==> src/rtl/ncb_pkg.sv <==
package ncb_pkg;

    localparam int MAX_WIDTH_DEF = 2048;
    localparam int MAX_HEIGHT    = 2048;
    localparam int ROW_W         = $clog2(MAX_HEIGHT);
    localparam int CFG_W         = 12;
    localparam int SUM_W         = 42;
    localparam int PIX_W         = 24;
    localparam int DIST_W        = 18;
    localparam int ADD_W         = 20;
    localparam int BETA_W        = 64;
    localparam int FRAC_SHIFT    = 31;
    localparam int CFG_IDX_W     = 1;
    localparam int WIDTH_RESET   = 640;
    localparam int HEIGHT_RESET  = 480;
    localparam int OUT_DATA_W    = 112;
    localparam int IN_DATA_W     = 24;

    localparam logic [CFG_IDX_W-1:0] REG_FRAME_WIDTH  = 1'b0;
    localparam logic [CFG_IDX_W-1:0] REG_FRAME_HEIGHT = 1'b1;

    typedef enum logic [2:0] {
        ST_IDLE,
        ST_CALC,
        ST_SUM,
        ST_LOAD,
        ST_DIV,
        ST_FIN
    } ncb_state_t;

    typedef struct packed {
        logic accept;
        logic calc;
        logic sum;
        logic load;
        logic step;
        logic fin;
    } ncb_cmd_t;

    typedef struct packed {
        logic frame_end;
        logic div_last;
        logic out_free;
    } ncb_sts_t;

    function automatic logic [15:0] chan_sq(input logic [7:0] a, input logic [7:0] b);
        logic [7:0] d;
        d = (a > b) ? (a - b) : (b - a);
        return d * d;
    endfunction

    function automatic logic [DIST_W-1:0] dist2(input logic [PIX_W-1:0] a,
                                                input logic [PIX_W-1:0] b);
        logic [DIST_W-1:0] r;
        r = DIST_W'(chan_sq(a[23:16], b[23:16]))
          + DIST_W'(chan_sq(a[15:8], b[15:8]))
          + DIST_W'(chan_sq(a[7:0], b[7:0]));
        return r;
    endfunction

endpackage

==> src/rtl/ncb_ctrl.sv <==
module ncb_ctrl (
    input  logic              aclk,
    input  logic              aresetn,
    input  logic              in_valid,
    output logic              in_ready,
    input  ncb_pkg::ncb_sts_t sts,
    output ncb_pkg::ncb_cmd_t cmd
);

    ncb_pkg::ncb_state_t state_reg, state_next;

    always_comb begin
        state_next = state_reg;
        case (state_reg)
            ncb_pkg::ST_IDLE: begin
                if (in_valid) state_next = ncb_pkg::ST_CALC;
            end
            ncb_pkg::ST_CALC: begin
                state_next = sts.frame_end ? ncb_pkg::ST_SUM : ncb_pkg::ST_IDLE;
            end
            ncb_pkg::ST_SUM:  state_next = ncb_pkg::ST_LOAD;
            ncb_pkg::ST_LOAD: state_next = ncb_pkg::ST_DIV;
            ncb_pkg::ST_DIV: begin
                if (sts.div_last) state_next = ncb_pkg::ST_FIN;
            end
            ncb_pkg::ST_FIN: begin
                if (sts.out_free) state_next = ncb_pkg::ST_IDLE;
            end
            default: state_next = ncb_pkg::ST_IDLE;
        endcase
    end

    always_comb begin
        cmd      = '0;
        in_ready = 1'b0;
        case (state_reg)
            ncb_pkg::ST_IDLE: begin
                in_ready   = 1'b1;
                cmd.accept = in_valid;
            end
            ncb_pkg::ST_CALC: cmd.calc = 1'b1;
            ncb_pkg::ST_SUM:  cmd.sum  = 1'b1;
            ncb_pkg::ST_LOAD: cmd.load = 1'b1;
            ncb_pkg::ST_DIV:  cmd.step = 1'b1;
            ncb_pkg::ST_FIN:  cmd.fin  = sts.out_free;
            default: ;
        endcase
    end

    always_ff @(posedge aclk) begin
        if (!aresetn) begin
            state_reg <= ncb_pkg::ST_IDLE;
        end else begin
            state_reg <= state_next;
        end
    end

endmodule

==> config.mk <==
export PLATFORM = sky130hd
export DESIGN_NAME = ncb_ctrl
export DESIGN_NICKNAME = d
export VERILOG_FILES = /design/src/rtl/ncb_pkg.sv /design/src/rtl/ncb_ctrl.sv
export SDC_FILE = /design/constraint.sdc
export NUM_CORES = 1
export LEC_CHECK = 0
export BUFFER_PORTS_ARGS = -buffer_cell sky130_fd_sc_hd__clkbuf_2
export CELL_PAD_IN_SITES_DETAIL_PLACEMENT = 1
export CELL_PAD_IN_SITES_GLOBAL_PLACEMENT = 1
export CORE_AREA = 2 2 39 41
export CTS_BUF_LIST = sky130_fd_sc_hd__clkbuf_16
export DETAILED_ROUTE_END_ITERATION = 8
export DIE_AREA = 0 0 41 43
export PLACE_DENSITY_LB_ADDON = 0.05
export SLEW_MARGIN = 5
export SYNTH_ARGS = -nofsm -noshare
export SYNTH_HDL_FRONTEND = slang
export SYNTH_SLANG_ARGS = --single-unit
==> constraint.sdc <==
create_clock -name aclk -period 1.1 [get_ports aclk]
set_input_delay 0.055 -clock aclk [delete_from_list [all_inputs] [get_ports aclk]]
set_output_delay 0.055 -clock aclk [all_outputs]
set_load 0.02 [all_outputs]
# Word level (Yosys, flattened, before mapping)
# Index checks and enable logic that the tools add are counted.
# totals
register_bits,3
inputBits,6
wordCells,23
# op_classes
n_eq_ne,8
n_mux,12
reduce_logical,2
# op_table
op,n
one-hot mux 3 bit (6 select lines),1
2-to-1 mux 3 bit,3
2-to-1 mux 1 bit,7
"== test 3 x 2 -> 1 bit, second input constant",2
"== test 3 bit, second input constant",2
"!= test 2 bit, second input constant",3
"== test 3 x 1 -> 1 bit, second input constant",1
logical NOT 3 bit,1
AND reduction 3 bit,1
2-to-1 mux 2 bit,1

# Depth between registers and ports, before layout
# Gate-level depths: netlist of the first run.
# logic_depth
depth_word,3
depth_mapped,4
mapped_depth_nobuf,3

# Least setup slack after synthesis of the first run
# No wires, ideal clock.
# synth_path
path_kind,reg-to-output
from,register state_reg[0]
to,output port cmd[5] (netlist name)
arrival_ns,1.089
required_time_ns,1.045
setup_slack_ns,-0.044
stages_incl_launch_ff,4
cell_sequence,dfxtp_1 buf_4 nor3_2 and2_1
# synth_rtl
element,line_no,source
"start, declared",ncb_ctrl.sv:10,"ncb_pkg::ncb_state_t state_reg, state_next;"
"start signal, assigned",ncb_ctrl.sv:52,state_reg <= ncb_pkg::ST_IDLE;
"start signal, assigned",ncb_ctrl.sv:54,state_reg <= state_next;
"end, declared",ncb_ctrl.sv:7,output ncb_pkg::ncb_cmd_t cmd

==> results.json, run 1 <==
{
  "outcome": "completed",
  "drtIter0Drc": 5,
  "p_int_uw": 646,
  "path_clk_slew_ns": 0.03,
  "path_delay_family": "flip-flops",
  "drt.antenna.violating_nets": 0,
  "yosysSeqAreaShare_pct": 31.8,
  "gp_congestion": 0.593,
  "cts_max_level": 1,
  "grt_overflow": 0,
  "grt_max_degree": 8,
  "critPathMaxStageDelay_ns": 0.36,
  "power_frac_clock_pct": 70.0,
  "rsz0062_at_grt": "true",
  "vias": 221,
  "viasPerCell": 3.88,
  "final_common_cell": "clkbuf_2",
  "clock_sinks": 3,
  "start_kind": "register",
  "critPathMaxFanout": 7,
  "hold_class": "input pin to register",
  "drc": 0,
  "finalHoldViolCount": 0,
  "n_antenna_cell": 0,
  "cts_buffer_depth": 2,
  "cp_cell_sequence": "nor2_1, and2_2, clkbuf_2",
  "wl_per_cell_um": 12.1,
  "p_sw_uw": 165,
  "ctsRootBufferMaster": "clkbuf_16",
  "crit_buf_inv": 1,
  "synth_top_area_cell": "dfxtp_1",
  "path_class": "register to output pin",
  "port_buffers": 12,
  "yosysWarnings": 0,
  "fin_crit_sh_pct": 99.9,
  "worstSetupEndpointType": "output pin",
  "total_power_uw": 811,
  "synth_seq_cells": 3,
  "syn_area_um2": 189,
  "antenna_found_initial": 0,
  "maxCapViolCount": 0,
  "worst_ep_arrival_time_ns": 1.04,
  "nets": 48,
  "yosys-top-cells-area": "dfxtp_1 32%, nor3b_1 7.9%, nand2b_1 6.6%",
  "largest_reg_flops": 3,
  "fmax_ghz": 0.910,
  "core.rowCount": 14,
  "worstPathRequired_ns": 1.04,
  "setup-violations-final": 0,
  "p_comb_share_pct": 14.2,
  "sw_frac_of_total_pct": 20.3,
  "tightestPinTransition_ns": 0.174,
  "drv_slew": 0,
  "netlist_instances": 23,
  "yosysTopAreaCellShare_pct": 31.8,
  "grt_pass1_wl_mm": 1.13,
  "hold_slack_ns": 0.0945,
  "final_cell_mix": "7 x clkbuf_2, 4 x buf_4, 3 x nor2_1, 3 x clkbuf_16, 3 x dfxtp_4",
  "die_area_um2": 1760,
  "drive_gt1_share_pct": 63.4,
  "powerDensity_nw_per_um2": 1950,
  "ys_types": 17,
  "hold_buffers": 0,
  "grt_pass1_vias": 255,
  "period_minus_slack_ns": 1.10,
  "irDropWorstVdd_uv": 368,
  "cts_tree": "done",
  "p_leak_nw": 0.194,
  "synth_nets": 29,
  "grtUsageTotal_pct": 9.53,
  "drtPass1Iterations": 3,
  "die_h_um": 43,
  "cts_buffers": 3,
  "max_slew_margin_pct": 88.4,
  "area_growth_pct": 121,
  "fp.dieW_um": 41,
  "crit_slowest_cell": "dfxtp_4",
  "clk_latency_ns": 0.22,
  "ios": 13,
  "pwr-share-seq_pct": 15.8,
  "drt_wl_total_um": 692,
  "synth_area_per_cell_um2": 8.21,
  "skew_ns": 0.00239,
  "core_area_um2": 1380,
  "initial_core_util_pct": 13.7
}
kinds of logic after synthesis:
family | share of synthesized area, %
AND/OR/NAND/NOR | 43.0
multiplexers | 5.30
buffers and inverters | 3.97
AO/OA/AOI/OAI | 15.9
flip-flops | 31.8
layout make-up:
cell class                 count  area, um2
clock buffer                   3       75.1
clock inverter                 1       3.75
fill                         162        967
multi-input combinational     19        143
sequential                     3       71.3
tap                           16       20.0
timing repair buffer          15        104
through the flow:
stage,setup slack (ns),instance area (um2),TNS [ns],cells,util [%]
final,0.00106,417,0,57,30.1
after detailed placement,0.0617,275,0,51,19.9
after floorplan,0.0461,195,0,23,-
after CTS,-0.0188,405,-0.0435,57,29.3
after global routing,-0.0459,417,-0.0940,57,30.1
after global placement,0.0688,275,0,51,19.9
synth_stat cells:
| master | instances |
|---|---|
| nor2b_1 | 1 |
| o21ai_1 | 1 |
| buf_4 | 1 |
| and3b_1 | 1 |
| mux2i_1 | 1 |
| a21oi_1 | 1 |
| and2_1 | 1 |
| and2_2 | 1 |
| nor3b_1 | 2 |
| nand2_1 | 1 |
| nor2_1 | 3 |
| dfxtp_1 | 3 |
| nor3_2 | 1 |
| o21a_1 | 1 |
| o21ai_0 | 1 |
| nand2b_1 | 2 |
| o211ai_1 | 1 |
path summary, 6_finish.rpt:
| kind | end | cells after the start | from | slack, ns |
|---|---|---|---|---|
| hold / removal | state_reg[2]$_SDFFE_PN0P_ | 2 | aresetn | 0.09 |
| setup reg to reg | state_reg[2]$_SDFFE_PN0P_ | 2 | state_reg[2]$_SDFFE_PN0P_ | 0.20 |
| setup / recovery | cmd[3] | 3 | state_reg[0]$_SDFFE_PN0P_ | 0.001 |
| hold reg to reg | state_reg[1]$_SDFFE_PN0P_ | 1 | state_reg[2]$_SDFFE_PN0P_ | 0.50 |
metal layers:
metal	part of all wire (%)	track usage (%)
met3	4.3	1.57
met5	0	0
met2	48	12.8
met4	0	6.00
met1	47	13.5
power by group through the flow:
stage          Combinational (mW)  Clock, mW  Sequential, mW
2_1_floorplan              0.0631          0           0.123
3_3_place_gp               0.0848          0           0.133
3_5_place_dp               0.0851          0           0.133
4_1_cts                     0.106      0.575           0.128
5_1_grt                     0.125      0.592           0.131
6_report                    0.115      0.568           0.128
what timing repair did:
item,CTS,global route
gates resized for setup,13,6
cloned,0,0
setup endpoints to repair,7,5
setup buffers,2,0
pin swaps,3,2
Power figures use the tool's default switching activity.
==> run 2: changes to the inputs <==
--- a/config.mk
+++ b/config.mk
@@ -5,6 +5,7 @@
 export SDC_FILE = /design/constraint.sdc
 export NUM_CORES = 1
 export LEC_CHECK = 0
+export ABC_AREA = 1
 export BUFFER_PORTS_ARGS = -buffer_cell sky130_fd_sc_hd__clkbuf_2
 export CELL_PAD_IN_SITES_DETAIL_PLACEMENT = 1
 export CELL_PAD_IN_SITES_GLOBAL_PLACEMENT = 1
==> constraint.sdc (replaced) <==
create_clock -name aclk -period 1.1 [get_ports aclk]
set_input_delay 0.11 -clock aclk [delete_from_list [all_inputs] [get_ports aclk]]
set_output_delay 0.11 -clock aclk [all_outputs]
set_load 0.02 [all_outputs]
==> run 2 against run 1 <==
The flow now finishes with violations (negative setup slack). Combinational power grew 66%. Core utilization grew 5.4 points. Critical endpoint is now cmd[5]. Final area grew 18%. Critical path depth is the same. Sequential power grew 7%. Highest routed layer unchanged. Non-clock buffer count grew 2. Maximum frequency shrank 3.9%. Sequential share of layout area shrank 2.6 points. Largest cell class unchanged.
==> results.json, run 2 <==
{
  "outcome": "finished with violations",
  "violations": "negative setup slack",
  "finalHoldViolCount": 0,
  "use_met1_pct": 12.2,
  "hold_class": "input pin to register",
  "reg2reg_from": "state_reg[1]$_SDFFE_PN0P_",
  "drtPass1Iterations": 4,
  "initial_core_util_pct": 15.2,
  "reg2reg_to": "state_reg[0]$_SDFFE_PN0P_",
  "cts_buffer_depth": 2,
  "grt_pass1_vias": 308,
  "rrSetupSlack_ns": 0.11,
  "irDropWorstVdd_uv": 522,
  "maxCapViolCount": 0,
  "viasPerCell": 4.14,
  "rsz0062_at_grt": "true",
  "clk_latency_ns": 0.22,
  "path_class": "register to output pin",
  "p_leak_nw": 0.250,
  "worstPathRequired_ns": 0.99,
  "cp-startpoint": "state_reg[2]$_SDFFE_PN0P_",
  "hold_slack_ns": 0.131,
  "core.rowCount": 14,
  "path_clk_slew_ns": 0.03,
  "port_buffers": 12,
  "synth_nets": 40,
  "rr_worst_depth": 6,
  "max_slew_margin_pct": 87.9,
  "yosysWarnings": 0,
  "period_minus_slack_ns": 1.14,
  "fmax_ghz": 0.875,
  "clock_sinks": 3,
  "grt-busiest-layer": "met2",
  "syn_area_um2": 210,
  "worst_ep_arrival_time_ns": 1.03,
  "p_int_uw": 679,
  "p_sw_uw": 211,
  "drtIter0Drc": 6,
  "grt_pass1_wl_mm": 1.26,
  "gp_congestion": 0.658,
  "worst_slack_ns": -0.0431,
  "yosysTopAreaCellShare_pct": 28.6,
  "cts_max_level": 1,
  "grt_overflow": 0,
  "setup-violations-final": 6,
  "powerDensity_nw_per_um2": 1810,
  "final_common_cell": "inv_1",
  "hold_buffers": 0,
  "min_from": "aresetn",
  "cts_tree": "done",
  "use_met2_pct": 16.3,
  "grtUsageTotal_pct": 11.1,
  "fp.dieW_um": 41,
  "netlist_instances": 34,
  "drv_slew": 0,
  "fin_crit_sh_pct": 104,
  "nFillCells": 174,
  "final_cell_mix": "8 x inv_1, 7 x buf_4, 5 x clkbuf_2",
  "yosys-top-cells-area": "dfxtp_1 29%, inv_1 16%, nand3_1 12%",
  "vias": 290,
  "nets": 61,
  "area_growth_pct": 134,
  "start_kind": "register",
  "synth_most_common_cell": "inv_1",
  "core_area_um2": 1380,
  "worstSetupEndpointType": "output pin",
  "tightestPinTransition_ns": 0.180,
  "critPathMaxFanout": 5,
  "drt.antenna.violating_nets": 0,
  "drive_gt1_share_pct": 59.3,
  "p_comb_share_pct": 21.5,
  "sw_frac_of_total_pct": 23.7,
  "grt_max_degree": 7,
  "ys_types": 14,
  "die_area_um2": 1760,
  "ctsRootBufferMaster": "clkbuf_16",
  "tns_ns": -0.115,
  "synth_area_per_cell_um2": 6.18,
  "synth_top_area_cell": "dfxtp_1",
  "finalCoreUtilization_pct": 35.5,
  "grt.met3_usage_pct": 6.28,
  "pwr-share-seq_pct": 15.4,
  "async_flop_share_pct": 0,
  "wl_per_cell_um": 10.5,
  "die_h_um": 43,
  "cts_buffers": 3,
  "netlist_top_cells_count": "9 x inv_1, 5 x nand3_1, 5 x nor2_1, 3 x dfxtp_1",
  "drc": 0,
  "hpwl_um": 530,
  "synth_seq_cells": 3,
  "drt_wl_total_um": 733,
  "skew_ns": 0.00141,
  "ff_latch_area_um2": 71.3,
  "ys.flop_type": "dfxtp_1",
  "total_power_uw": 890,
  "n_antenna_cell": 0,
  "cp-endpoint": "cmd[5]",
  "synth_edf_count": 0,
  "yosysSeqAreaShare_pct": 28.6,
  "ios": 13,
  "largest_reg_flops": 3,
  "power_frac_clock_pct": 63.1,
  "antenna_found_initial": 0,
  "multi_input_area_um2": 140
}
run 2: per-stage QoR:
step,setup WS (ns),cells,cell area (um2)
detailed placement,0.0357,62,298
global route,-0.0929,70,492
finish,-0.0431,70,492
CTS,-0.0746,70,459
floorplan,0.0171,34,221
global placement,0.0571,62,298
run 2: what timing repair did:
item / CTS / global route
buffers inserted: 4 / 0
setup endpoints to repair: 7 / 7
hold endpoints to repair: 0 / 0
pin swaps: 3 / 2
resized for setup: 20 / 12
run 2: worst min-delay path by stage:
stage                                            to  slack (ns)  cells after the start
after CTS                 state_reg[1]$_SDFFE_PN0P_        0.12                      3
after global routing      state_reg[1]$_SDFFE_PN0P_        0.15                      3
after detailed placement  state_reg[2]$_SDFFE_PN0P_        0.36                      3
after floorplan           state_reg[2]$_SDFFE_PN0P_        0.24                      2
after global placement    state_reg[1]$_SDFFE_PN0P_        0.37                      3
final                     state_reg[1]$_SDFFE_PN0P_        0.13                      3
run 2: logic make-up after synthesis:
family / share of synthesized area [%]
buffers and inverters: 23.2
AND/OR/NAND/NOR: 40.5
flip-flops: 28.6
AO/OA/AOI/OAI: 7.74
run 2: power groups by stage:
| stage | Sequential [mW] | Clock (mW) | Combinational [mW] |
|---|---|---|---|
| 4_1_cts | 0.135 | 0.571 | 0.173 |
| 6_report | 0.137 | 0.561 | 0.191 |
| 3_3_place_gp | 0.135 | 0 | 0.124 |
| 3_5_place_dp | 0.136 | 0 | 0.126 |
| 5_1_grt | 0.139 | 0.590 | 0.212 |
| 2_1_floorplan | 0.131 | 0 | 0.0880 |
run 2: layout make-up:
cell class / instances / area share [%]
Timing Repair Buffer: 17 / 28.2
Clock inverter: 1 / 0.763
Clock buffer: 3 / 15.3
Multi-Input combinational cell: 20 / 28.5
Sequential cell: 3 / 14.5
Tap cell: 16 / 4.07
Inverter: 10 / 8.65
run 2: worst max-delay path, cell delays in order (launching register included):
cell and delay, ns:
dfxtp_4 0.36, buf_6 0.13, nor3_4 0.18, buf_6 0.14
run 2: metal layers:
metal | vias to the layer above | part of all wire, %
met5 | - | 0
met4 | 0 | 0
met3 | 0 | 6.1
met2 | 12 | 53
met1 | 132 | 41
li1 | 146 | -
